`config.mk`:
```
export PLATFORM = sky130hd
export DESIGN_NAME = footswitch_press_classifier_flat
export DESIGN_NICKNAME = d
export VERILOG_FILES = /design/src/hw/rtl/fpc_pkg.sv /design/src/hw/rtl/fpc_stream_if.sv /design/src/hw/rtl/footswitch_press_classifier.sv /design/src/flat_wrapper.sv
export SDC_FILE = /design/constraint.sdc
export NUM_CORES = 1
export LEC_CHECK = 0
export ABC_AREA = 1
export BUFFER_PORTS_ARGS = -buffer_cell sky130_fd_sc_hd__buf_2
export CAP_MARGIN = 20
export CORE_MARGIN = 1.5
export CORE_UTILIZATION = 25
export CTS_CLUSTER_SIZE = 24
export DETAILED_ROUTE_END_ITERATION = 12
export PLACE_DENSITY_LB_ADDON = 0.3
export SETUP_SLACK_MARGIN = 0.1
export SLEW_MARGIN = 20
export SYNTH_ARGS = -nofsm -noshare
export SYNTH_HDL_FRONTEND = slang
export SYNTH_SLANG_ARGS = --single-unit
```
`constraint.sdc`:
```
create_clock -name clk -period 18.6 [get_ports clk]
set_input_delay 0 -clock clk [delete_from_list [all_inputs] [get_ports clk]]
set_output_delay 0 -clock clk [all_outputs]
set_load 0.01 [all_outputs]
```
`src/hw/rtl/fpc_pkg.sv`:
```
`timescale 1ns / 1ps
// ----------------------------------------------------------------------------
// fpc_pkg
// Types and constants shared by the footswitch press classifier files.
// ----------------------------------------------------------------------------
package fpc_pkg;

    localparam int NUM_SWITCHES_DEF = 2;
    localparam int CFG_DATA_W       = 16;
    localparam int CFG_IDX_W        = 2;
    localparam int TIME_W           = 32;
    localparam int TALLY_W          = 2;

    localparam logic [TALLY_W-1:0] TALLY_MAX = 2'd2;

    localparam logic       ENABLE_RST = 1'b0;
    localparam logic [2:0] MASK_RST   = 3'd7;
    localparam logic [15:0] HOLD_RST  = 16'd1000;
    localparam logic [15:0] WINDOW_RST = 16'd300;

    typedef enum logic [1:0] {
        KIND_NORMAL = 2'd0,
        KIND_DOUBLE = 2'd1,
        KIND_LONG   = 2'd2
    } kind_t;

    typedef enum logic [CFG_IDX_W-1:0] {
        CFG_ENABLE = 2'd0,
        CFG_MASK   = 2'd1,
        CFG_HOLD   = 2'd2,
        CFG_WINDOW = 2'd3
    } cfg_idx_t;

    typedef struct packed {
        logic              switch_sel;
        logic              pressed;
        logic [TIME_W-1:0] now_ms;
    } in_item_t;

    typedef struct packed {
        logic       event_switch;
        logic [1:0] event_kind;
        logic       last_event;
    } event_t;

endpackage

```
`src/hw/rtl/fpc_stream_if.sv`:
```
`timescale 1ns / 1ps
// ----------------------------------------------------------------------------
// fpc_in_if / fpc_ev_if
// Valid/ready channels for sample beats and event beats.
// ----------------------------------------------------------------------------
interface fpc_in_if
    import fpc_pkg::*;
();
    logic     valid;
    logic     ready;
    in_item_t payload;

    modport source (output valid, output payload, input ready);
    modport sink (input valid, input payload, output ready);
endinterface

interface fpc_ev_if
    import fpc_pkg::*;
();
    logic   valid;
    logic   ready;
    event_t payload;

    modport source (output valid, output payload, input ready);
    modport sink (input valid, input payload, output ready);
endinterface

```
`src/hw/rtl/footswitch_press_classifier.sv`:
```
`timescale 1ns / 1ps
// ----------------------------------------------------------------------------
// footswitch_press_classifier
// Classifies footswitch presses into normal, double and long press events.
// ----------------------------------------------------------------------------
// Usage:
//   in_ch  : one beat per debounced sample (switch_sel, pressed, now_ms).
//   out_ch : event beats (event_switch, event_kind, last_event); last_event
//            marks the final event caused by one sample.
//   cfg_*  : register writes, user-kept to no sample in flight; unenforced.
// A sample is registered on acceptance and classified in the next cycle;
// its events are then loaded into the event register when it frees. One
// sample per cycle is taken as long as each sample yields at most one
// event and the receiver keeps up. A sample that yields a normal plus a
// long press holds the event register for two beats. Samples that yield
// no event never wait for the event register.
// Reset clears all per-switch state and loads the register defaults
// (classification disabled). While the receiver stalls, the event beat is
// held, one more sample is parked in the input register, and in_ch.ready
// drops until the event register frees.
// ----------------------------------------------------------------------------
module footswitch_press_classifier
    import fpc_pkg::*;
#(
    parameter int NUM_SWITCHES = NUM_SWITCHES_DEF
)(
    input  logic                  clk,
    input  logic                  rst_n,
    fpc_in_if.sink                in_ch,
    fpc_ev_if.source              out_ch,
    input  logic                  cfg_we,
    input  logic [CFG_IDX_W-1:0]  cfg_index,
    input  logic [CFG_DATA_W-1:0] cfg_data
);

    localparam int IDX_W = (NUM_SWITCHES > 1) ? $clog2(NUM_SWITCHES) : 1;

    // Configuration registers
    logic        enable_reg;
    logic [2:0]  mask_reg;
    logic [15:0] hold_reg;
    logic [15:0] window_reg;

    always_ff @(posedge clk or negedge rst_n)
    begin
        if (!rst_n)
        begin
            enable_reg <= ENABLE_RST;
            mask_reg   <= MASK_RST;
            hold_reg   <= HOLD_RST;
            window_reg <= WINDOW_RST;
        end
        else if (cfg_we)
        begin
            unique case (cfg_idx_t'(cfg_index))
                CFG_ENABLE: enable_reg <= cfg_data[0];
                CFG_MASK:   mask_reg   <= cfg_data[2:0];
                CFG_HOLD:   hold_reg   <= cfg_data;
                CFG_WINDOW: window_reg <= cfg_data;
                default:    ;
            endcase
        end
    end

    // Per-switch state
    logic               prev_level_reg      [NUM_SWITCHES];
    logic [TIME_W-1:0]  press_start_reg     [NUM_SWITCHES];
    logic [TIME_W-1:0]  prev_press_time_reg [NUM_SWITCHES];
    logic [TALLY_W-1:0] press_tally_reg     [NUM_SWITCHES];
    logic               single_pending_reg  [NUM_SWITCHES];
    logic [TIME_W-1:0]  pending_since_reg   [NUM_SWITCHES];
    logic               long_fired_reg      [NUM_SWITCHES];

    // Input register
    logic     s1_valid_reg;
    in_item_t s1_item_reg;

    // Event register: up to two queued events of one sample
    logic [1:0] ev_cnt_reg;
    logic       ev_sw_reg;
    kind_t      ev_k0_reg;
    kind_t      ev_k1_reg;

    logic out_pop;
    logic out_free;
    logic advance;
    logic commit;

    // Classification of the sample in the input register
    logic               in_range;
    logic               active;
    logic [IDX_W-1:0]   idx;
    logic [TIME_W-1:0]  now;
    logic [TIME_W-1:0]  hold32;
    logic [TIME_W-1:0]  window32;
    logic [TIME_W-1:0]  since_gap;
    logic [TIME_W-1:0]  press_gap;
    logic [TIME_W-1:0]  duration;
    logic               lvl;
    logic               pl;
    logic               expired;
    logic               rise;
    logic               fall;
    logic               fire_long;
    logic               fire_double;
    logic               long_after_rise;
    logic [TALLY_W-1:0] tally_a;
    logic [TALLY_W-1:0] tally_b;
    logic               pend_a;
    logic               hit_n;
    logic               hit_l;
    logic               hit_d;

    logic               lf_next;
    logic [TALLY_W-1:0] tally_next;
    logic               pend_next;
    logic [TIME_W-1:0]  since_next;
    logic [TIME_W-1:0]  start_next;
    logic [TIME_W-1:0]  ppt_next;
    logic [1:0]         new_cnt;
    kind_t              new_k0;
    kind_t              new_k1;

    assign in_range = (32'(s1_item_reg.switch_sel) < 32'(NUM_SWITCHES));
    assign active   = enable_reg && in_range;
    assign idx      = in_range ? IDX_W'(s1_item_reg.switch_sel) : '0;
    assign now      = s1_item_reg.now_ms;
    assign lvl      = s1_item_reg.pressed;
    assign hold32   = {16'b0, hold_reg};
    assign window32 = {16'b0, window_reg};

    always_comb
    begin
        pl        = prev_level_reg[idx];
        since_gap = now - pending_since_reg[idx];
        press_gap = now - prev_press_time_reg[idx];

        // Release a deferred single press whose window ran out
        expired = single_pending_reg[idx] && (since_gap >= window32);
        pend_a  = expired ? 1'b0 : single_pending_reg[idx];
        tally_a = expired ? '0 : press_tally_reg[idx];

        // New press
        rise       = lvl && !pl;
        start_next = rise ? now : press_start_reg[idx];
        ppt_next   = rise ? now : prev_press_time_reg[idx];
        if (!rise)
            tally_b = tally_a;
        else if (press_gap <= window32)
            tally_b = (tally_a < TALLY_MAX) ? tally_a + 1'b1 : tally_a;
        else
            tally_b = TALLY_W'(1);
        long_after_rise = rise ? 1'b0 : long_fired_reg[idx];

        // A press that starts here has zero duration
        duration  = rise ? '0 : (now - press_start_reg[idx]);
        fire_long = lvl && (duration >= hold32) && !long_after_rise;

        lf_next    = fire_long ? 1'b1 : long_after_rise;
        tally_next = fire_long ? '0 : tally_b;
        pend_next  = fire_long ? 1'b0 : pend_a;
        since_next = pending_since_reg[idx];

        // Release: double press or deferred single press
        fall        = !lvl && pl && !lf_next;
        fire_double = fall && (tally_next >= TALLY_MAX);
        if (fire_double)
        begin
            tally_next = '0;
            pend_next  = 1'b0;
        end
        else if (fall && (duration < hold32))
        begin
            pend_next  = 1'b1;
            since_next = now;
        end

        hit_n = active && expired && mask_reg[KIND_NORMAL];
        hit_l = active && fire_long && mask_reg[KIND_LONG];
        hit_d = active && fire_double && mask_reg[KIND_DOUBLE];

        new_cnt = {1'b0, hit_n} + {1'b0, hit_l || hit_d};
        new_k1  = hit_l ? KIND_LONG : KIND_DOUBLE;
        new_k0  = hit_n ? KIND_NORMAL : new_k1;
    end

    assign out_pop  = (ev_cnt_reg != 2'd0) && out_ch.ready;
    assign out_free = (ev_cnt_reg == 2'd0) || ((ev_cnt_reg == 2'd1) && out_ch.ready);
    assign advance  = s1_valid_reg && ((new_cnt == 2'd0) || out_free);
    assign commit   = advance && active;

    assign in_ch.ready = !s1_valid_reg || advance;

    always_ff @(posedge clk or negedge rst_n)
    begin
        if (!rst_n)
            s1_valid_reg <= 1'b0;
        else if (in_ch.ready)
            s1_valid_reg <= in_ch.valid;
    end

    always_ff @(posedge clk)
    begin
        if (in_ch.ready && in_ch.valid)
            s1_item_reg <= in_ch.payload;
    end

    always_ff @(posedge clk or negedge rst_n)
    begin
        if (!rst_n)
        begin
            for (int i = 0; i < NUM_SWITCHES; i++)
            begin
                prev_level_reg[i]      <= 1'b0;
                press_start_reg[i]     <= '0;
                prev_press_time_reg[i] <= '0;
                press_tally_reg[i]     <= '0;
                single_pending_reg[i]  <= 1'b0;
                pending_since_reg[i]   <= '0;
                long_fired_reg[i]      <= 1'b0;
            end
        end
        else if (commit)
        begin
            prev_level_reg[idx]      <= lvl;
            press_start_reg[idx]     <= start_next;
            prev_press_time_reg[idx] <= ppt_next;
            press_tally_reg[idx]     <= tally_next;
            single_pending_reg[idx]  <= pend_next;
            pending_since_reg[idx]   <= since_next;
            long_fired_reg[idx]      <= lf_next;
        end
    end

    // Event register: load a new pair, or shift the second event forward
    always_ff @(posedge clk or negedge rst_n)
    begin
        if (!rst_n)
            ev_cnt_reg <= 2'd0;
        else if (advance && (new_cnt != 2'd0))
            ev_cnt_reg <= new_cnt;
        else if (out_pop)
            ev_cnt_reg <= ev_cnt_reg - 2'd1;
    end

    always_ff @(posedge clk)
    begin
        if (advance && (new_cnt != 2'd0))
        begin
            ev_sw_reg <= s1_item_reg.switch_sel;
            ev_k0_reg <= new_k0;
            ev_k1_reg <= new_k1;
        end
        else if (out_pop)
        begin
            ev_k0_reg <= ev_k1_reg;
        end
    end

    assign out_ch.valid                = (ev_cnt_reg != 2'd0);
    assign out_ch.payload.event_switch = ev_sw_reg;
    assign out_ch.payload.event_kind   = ev_k0_reg;
    assign out_ch.payload.last_event   = (ev_cnt_reg == 2'd1);

endmodule

```
`src/flat_wrapper.sv`:
```
// flat-port wrapper written by rule: the top's interface ports become plain ports
module footswitch_press_classifier_flat import fpc_pkg::*;
#(
    parameter int NUM_SWITCHES = NUM_SWITCHES_DEF
)
  (clk, rst_n, cfg_we, cfg_index, cfg_data, in_ch_valid, in_ch_payload, in_ch_ready, out_ch_valid, out_ch_payload, out_ch_ready);
  fpc_in_if in_ch_i ();
  fpc_ev_if out_ch_i ();
  input  logic clk;
  input  logic rst_n;
  input  logic cfg_we;
  input  logic [CFG_IDX_W-1:0] cfg_index;
  input  logic [CFG_DATA_W-1:0] cfg_data;
  input wire logic [$bits(in_ch_i.valid)-1:0] in_ch_valid;
  input wire logic [$bits(in_ch_i.payload)-1:0] in_ch_payload;
  output wire logic [$bits(in_ch_i.ready)-1:0] in_ch_ready;
  output wire logic [$bits(out_ch_i.valid)-1:0] out_ch_valid;
  output wire logic [$bits(out_ch_i.payload)-1:0] out_ch_payload;
  input wire logic [$bits(out_ch_i.ready)-1:0] out_ch_ready;
  assign in_ch_i.valid = in_ch_valid;
  assign in_ch_i.payload = in_ch_payload;
  assign in_ch_ready = in_ch_i.ready;
  assign out_ch_valid = out_ch_i.valid;
  assign out_ch_payload = out_ch_i.payload;
  assign out_ch_i.ready = out_ch_ready;
  footswitch_press_classifier #(.NUM_SWITCHES(NUM_SWITCHES)) u_core (.clk(clk), .rst_n(rst_n), .in_ch(in_ch_i), .out_ch(out_ch_i), .cfg_we(cfg_we), .cfg_index(cfg_index), .cfg_data(cfg_data));
endmodule
```
# Yosys cells after proc, flatten, opt, wreduce, memory -nomap -nowiden
# Cells that the tools add are included.
[op_classes] add_sub_neg=6 n_lt_le_gt_ge=8 eq_ne=4 mux=57 n_bitwise=1 reduce_logical=40
[ops] op="$mux W32" n=15
[ops] op="$bwmux W64" n=3
[ops] op="$sub A32 B32 Y32" n=3
[ops] op="$ge A32 B16 Y1" n=2
[ops] op="$demux W32 S1" n=1
[ops] op="$le A32 B16 Y1" n=1
[ops] op="$lt A32 B16 Y1" n=1
[ops] op="$mux W2" n=16
[ops] op="$logic_and A1 B1 Y1" n=21
[ops] op="$mux W1" n=16
[ops] op="$reduce_and A2 Y1" n=4
[ops] op="$bwmux W2" n=3
[ops] op="$logic_not A2 Y1" n=3
[ops] op="$reduce_bool A2 Y1" n=3
[ops] op="$logic_not A1 Y1" n=5
[ops] op="$bwmux W4" n=1
[ops] op="$eq A2 B1 Y1 const B" n=2
[ops] op="$eq A2 B2 Y1 const B" n=2
[ops] op="$ge A2 B2 Y1 const B" n=2
[ops] op="$logic_or A1 B1 Y1" n=4
[ops] op="$add A1 B1 Y2" n=1
[ops] op="$add A2 B1 Y2 const B" n=1
[ops] op="$demux W2 S1" n=1
[ops] op="$lt A2 B1 Y1 const B" n=1
[ops] op="other kinds (4)" n=4
[totals] regBits=280 in_bits=57 output_inout_bits=6 wordCells=142

# Depth between registers and ports, before layout
[depth] ltp_word=24 depth_mapped=50 depth_no_buf=45

# Least setup slack after synthesis
# No wires, ideal clock.
[synth_path] path_kind="reg-to-reg" from="register u_core.s1_item_reg, in the netlist u_core.idx" to="register u_core.press_start_reg[53] in the netlist's numbering" setup_ns=0.117 arrival_time_ns=5.950 required_ns=18.483 path_slack_ns=12.533 stages_incl_launch_ff=50 period_less_slack_ns=6.067 cell_sequence="edfxtp_1 buf_2 buf_2 clkbuf_1 clkbuf_1 clkbuf_1 nand2_1 o21ai_0 ha_1 inv_1 fa_1 nand2_1 nand2_1 nand2_1 o21ai_1 nand2_1 nand2_1 o21ai_0 [... 14 more ...] nand2_1 nand3_1 nand3_2 nand3_1 o21ai_1 inv_1 ha_1 inv_1 nand3_1 inv_1 nor2_1 nand2_1 nor2_1 clkinv_1 clkbuf_1 clkbuf_1 nand2_1 nand2_1"
[synth_between] elab_chain_len=23 elab_cells_between_ends=68 classes_between="5 x add/sub; 7 x order compare; 33 x mux; 1 x bitwise; 22 x reduce/logical"
[synth_rtl] item="from (decl)" line="footswitch_press_classifier.sv:76" rtl="in_item_t s1_item_reg;"
[synth_rtl] item="from (signal assigned)" line="footswitch_press_classifier.sv:205" rtl="s1_item_reg <= in_ch.payload;"
[synth_rtl] item="$not A1 Y2 (not written as such) (*)"
[synth_rtl] item="$mux W32 (not written as such) (3 in a row)" line="footswitch_press_classifier.sv:135" rtl="since_gap = now - pending_since_reg[idx];"
[synth_rtl] item="$sub A32 B32 Y32" line="footswitch_press_classifier.sv:135"
[synth_rtl] item="$ge A32 B16 Y1" line="footswitch_press_classifier.sv:139" rtl="expired = single_pending_reg[idx] && (since_gap >= window32);"
[synth_rtl] item="$logic_and A1 B1 Y1" line="footswitch_press_classifier.sv:139"
[synth_rtl] item="$mux W2" line="footswitch_press_classifier.sv:141" rtl="tally_a = expired ? '0 : press_tally_reg[idx];"
[synth_rtl] item="$add A2 B1 Y2 / $lt A2 B2 Y1 (equally long branches)" line="footswitch_press_classifier.sv:150" rtl="tally_b = (tally_a < TALLY_MAX) ? tally_a + 1'b1 : tally_a;"
[synth_rtl] item="$mux W2" line="footswitch_press_classifier.sv:150"
[synth_rtl] item="[... 4 more ...]"
[synth_rtl] item="$logic_and A1 B1 Y1" line="footswitch_press_classifier.sv:166" rtl="fire_double = fall && (tally_next >= TALLY_MAX);"
[synth_rtl] item="$logic_and A1 B1 Y1 (2 in a row)" line="footswitch_press_classifier.sv:180" rtl="hit_d = active && fire_double && mask_reg[KIND_DOUBLE];"
[synth_rtl] item="$logic_or A1 B1 Y1" line="footswitch_press_classifier.sv:182" rtl="new_cnt = {1'b0, hit_n} + {1'b0, hit_l || hit_d};"
[synth_rtl] item="$add A1 B1 Y2" line="footswitch_press_classifier.sv:182"
[synth_rtl] item="$logic_not A2 Y1" line="footswitch_press_classifier.sv:189" rtl="assign advance = s1_valid_reg && ((new_cnt == 2'd0) || out_free);"
[synth_rtl] item="$logic_or A1 B1 Y1" line="footswitch_press_classifier.sv:189"
[synth_rtl] item="$logic_and A1 B1 Y1" line="footswitch_press_classifier.sv:189"
[synth_rtl] item="$logic_and A1 B1 Y1" line="footswitch_press_classifier.sv:190" rtl="assign commit = advance && active;"
[synth_rtl] item="to (signal, indexed assignment)" line="footswitch_press_classifier.sv:226" rtl="press_start_reg[idx] <= start_next;"
[synth_rtl] item="to (decl)" line="footswitch_press_classifier.sv:67" rtl="logic [TIME_W-1:0] press_start_reg [NUM_SWITCHES];"
# Mark *: on every way between the ends. The rest lies on a longest branch, timed or not. The select of a mux whose other input is x is not followed.
# A chain may end at the register's enable or synchronous reset.

# Worst setup path in the final report
[layout_path] from="register u_core.s1_item_reg, in the netlist u_core.idx" to="register u_core.prev_press_time_reg[26] in the netlist's numbering"
[layout_between] elab_cells_between_ends=68 classes_between="5 x add/sub; 7 x order compare; 33 x mux; 1 x bitwise; 22 x reduce/logical"
[layout_lines] item="$not A1 Y2 (not written as such) (*)" line="footswitch_press_classifier.sv:134, footswitch_press_classifier.sv:153, footswitch_press_classifier.sv:156"
[layout_lines] item="branches (longest 8 deep; another with $sub A32 B32 Y32)"
[layout_lines] item="$logic_and A1 B1 Y1 (*)" line="footswitch_press_classifier.sv:157" rtl="fire_long = lvl && (duration >= hold32) && !long_after_rise;"
[layout_lines] item="$logic_and A1 B1 Y1 (*) (2 in a row)" line="footswitch_press_classifier.sv:179" rtl="hit_l = active && fire_long && mask_reg[KIND_LONG];"
[layout_lines] item="via u_core.hit_l" line="footswitch_press_classifier.sv:111" rtl="logic hit_l;"
[layout_lines] item="$logic_or A1 B1 Y1 (*)" line="footswitch_press_classifier.sv:182"
[layout_lines] item="$add A1 B1 Y2 (*)" line="footswitch_press_classifier.sv:182"
[layout_lines] item="$logic_not A2 Y1 (*)" line="footswitch_press_classifier.sv:189"
[layout_lines] item="$logic_or A1 B1 Y1 (*)" line="footswitch_press_classifier.sv:189"
[layout_lines] item="$logic_and A1 B1 Y1 (*)" line="footswitch_press_classifier.sv:189"
[layout_lines] item="$logic_and A1 B1 Y1 (*)" line="footswitch_press_classifier.sv:190"
[layout_lines] item="to (signal, indexed assignment)" line="footswitch_press_classifier.sv:227" rtl="prev_press_time_reg[idx] <= ppt_next;"
[layout_lines] item="to (decl)" line="footswitch_press_classifier.sv:68" rtl="logic [TIME_W-1:0] prev_press_time_reg [NUM_SWITCHES];"
# Mark *: on every way through the listed nets, which the timed path passes. The select of a mux whose other input is x is not followed.

==> impl_results.md <==
* Outcome: finished clean
* Layout cell share with drive strength beyond 1 at under 10%
* Global-route wire length before repair at ~110 mm
* Vias post-DR at 19843
* Max IR drop VDD at between 60 and 70 µV
* WP buf/inv at 10
* Post-synthesis simple-gate area fraction at about a third
* Worst path max stage delay at 710 ps
* Top post-synthesis cells by area: dfrtp_1, nand2_1, ha_1
* Register bit count reported by yosys at 280
* F_max at 0.120 GHz
* EDFF count, synth at 39
* Post_cts resized at 0
* Clock Tree Buf Depth at 3
* CP max FO at 71
* CTS Buf Count at 38
* RSZ-0062 raised after global routing: false
* Number of port buffers at 62
* Reg2reg setup slack at around 10000 ps
* N_diodes at 0
* Crit path kind: reg2reg
* Initial antenna violation count at 0
* Routed Antenna Nets at 0
* Core box area at about 80000 µm²
* Number of setup buffers added after CTS at 0
* Top cells by count, synth: nand2_1, inv_1, o21ai_0, dfrtp_1, nand3_1
* Least-Margin Pin Slew at 1070 ps
* Synth area leader: dfrtp_1
* CTS clock-pin slew for the worst setup and hold paths at about 60 ps
* Xor and xnor area share after synthesis at approximately 1.5%
* Worst clock skew at 29.2 ps
* Setup crit end kind: flop
* Final #Nets at about 3500
* GRT Util Overall at 16.1%
* Routed vias/inst at between 4 and 5
* Main synth FF type: dfrtp_1
* Post-Synth Adder-Cell Area at under 10%
* DR WL/cell at about 16 µm
* Worst Reg-to-Reg Cells at 43
* Vias in the first global route at 19194
* Final Cycle Share at 44.9%
* PwrDens at approximately 130 nW/µm²
* Fill cell count at between 9000 and 10000
* CP most frequent cell: nand2_1
* Sequential area share after synthesis at between 30% and 40%
* Fin crit period at between 8000 and 9000 ps
* Worst hold slack at between 50 and 60 ps
* 1st-pass router iterations at 5
* Die area at about 85000 µm²
* Gate count of the mapped netlist at 3154
* Yosys Warn Count at 0
* Synthesized area per cell at about 6.6 µm²
* Clock sink total at 280
* Die X at between 200 and 300 µm
* Final WL at between 60 and 70 mm
* CTS Root Cell: clkbuf_16
* Largest family of logic cells by synthesized area: simple AND/OR/NAND/NOR gates
* R2R Path Start: u_core.idx$_DFFE_PP_
* Count leader, synth: nand2_1
* Starting DRC count in detailed routing at 1292
* Post-CTS Hold Fix Bufs at 62
* Final setup viols at 0
* Worst rel slew slack at 28.5%
* Starting Density at 25.3%
* Post-synthesis async set-or-reset flop share at between 80% and 90%
* Net count after synthesis at about 3400
* Library cells used by synthesis at between 40 and 50
* Post-layout util at between 20% and 30%
* HPWL after DPL at about 50 mm
* Fin Setup TNS at 0 ps
* Post-synthesis compound-gate area fraction at around 10%
* CP required at ~19000 ps
* Max cap viols at 0
* Worst hold path type: in2async
* IO Count at 63
* CP arrival at ~8800 ps
* Final Hold Vio Count at 0
* Share of the synthesized area in the top cell type at about 27%
* DRC violation count after routing at 0
* Mapped Area at roughly 21000 µm²
* End of the worst register-to-register path: u_core.prev_press_time_reg[26]$_DFFE_PN0P_
* Slowest-stage cell, CP: buf_4
* Grt total ovfl at 0
* # H-tree levels at 2
* Area growth syn-to-layout at 16.2%
* Multiplexer area fraction after synthesis at between 1 and 1.5%
* Largest net degree at the start of global routing at about 130
* Final count of pins violating max slew at 0
* Worst setup SP type: flop
* CTS tree: yes
* Row count at 105
* CP top delay family: buffers and inverters
* DIE HEIGHT at 291 µm
* Clk_lat worst skew at between 500 and 600 ps
* Final GP Congestion at about 0.91
* Static leakage at 13.0 nW
==> worst max-delay path by stage <==
stage,start,end,depth (start not counted)
2_1_floorplan,u_core.idx$_DFFE_PP_,u_core.press_start_reg[53]$_DFFE_PN0P_,49
3_3_place_gp,u_core.idx$_DFFE_PP_,u_core.press_start_reg[25]$_DFFE_PN0P_,43
3_5_place_dp,u_core.idx$_DFFE_PP_,u_core.prev_press_time_reg[26]$_DFFE_PN0P_,43
4_1_cts,u_core.idx$_DFFE_PP_,u_core.pending_since_reg[15]$_DFFE_PN0P_,44
5_1_grt,u_core.idx$_DFFE_PP_,u_core.press_start_reg[26]$_DFFE_PN0P_,43
6_report,u_core.idx$_DFFE_PP_,u_core.prev_press_time_reg[26]$_DFFE_PN0P_,43
==> cell usage in the layout, fill, tap and decap left out, drive strengths merged, types with 2 or more instances in the layout <==
cell         netlist  routed
dlygate4sd3        0      62
a21o               4       4
mux2i             30      30
a211oi             2       2
fa                 3       3
nor3              20      20
dfrtp            228     228
nand2           1267    1267
bufinv             0       6
dfstp             13      13
o21bai             7       7
or2                6       6
ha               148     148
nand3b            10      10
a21oi            111     111
nand4             19      19
buf               18      75
inv              455     458
edfxtp            39      39
nand3            196     196
o21ai            281     281
xnor2              2       2
nor4               2       2
xor2              33      33
o211ai             2       2
clkbuf            71      51
clkinv             2      11
o21a               4       4
a21boi             3       3
and2               5       5
nor2             170     170
==> metal layers <==
layer	vias up	track usage, %	routed length, µm
li1	10123	-	-
met1	9273	22.0	32300
met2	366	27.1	31500
met3	81	1.63	2560
met4	0	4.08	1470
met5	-	0	0
==> where the power goes <==
part	internal, W	total, W	switching [W]
logic	0.000504	0.00149	0.000981
registers	0.000818	0.000914	0.0000959
clock network	0.000487	0.000788	0.000301
==> stage by stage <==
stage / power (W) / instances / cell area, µm² / setup slack, ps
2_1_floorplan: 0.00197 / 3154 / 20800 / 12530
4_1_cts: 0.00321 / 4342 / 24200 / 10270
3_3_place_gp: 0.00238 / 4210 / 22200 / 10400
3_5_place_dp: 0.00238 / 4210 / 22200 / 10300
6_report: 0.00319 / 4342 / 24200 / 10250
5_1_grt: 0.00348 / 4342 / 24200 / 9360
==> worst register-to-register path, delay by kind of cell, from the launching register on <==
kind            cells  cell delay, ps
flops               1             350
buf+inv            10            3430
compound gates      5             910
fa+ha+maj           3             840
simple gates       25            2660
==> cell type report <==
cell class / instances / area [µm²] / area share (%)
multi-input combinational: 2328 / 11500 / 47.6
sequential: 280 / 7220 / 29.9
inverter: 457 / 1720 / 7.10
tap: 1070 / 1340 / 5.54
clock buffer: 51 / 1060 / 4.39
timing repair buffer: 137 / 1050 / 4.35
clock inverter: 19 / 270 / 1.12
==> cell families after synthesis <==
logic type                 Yosys count
AOI/OAI and AO/OA                  415
xor gates and xnor gates            35
adders and majority gates          151
buffers and inverters              546
DFF                                280
muxes                               30
and+or+nand+nor                   1697
(Power assumes the default switching activity.)
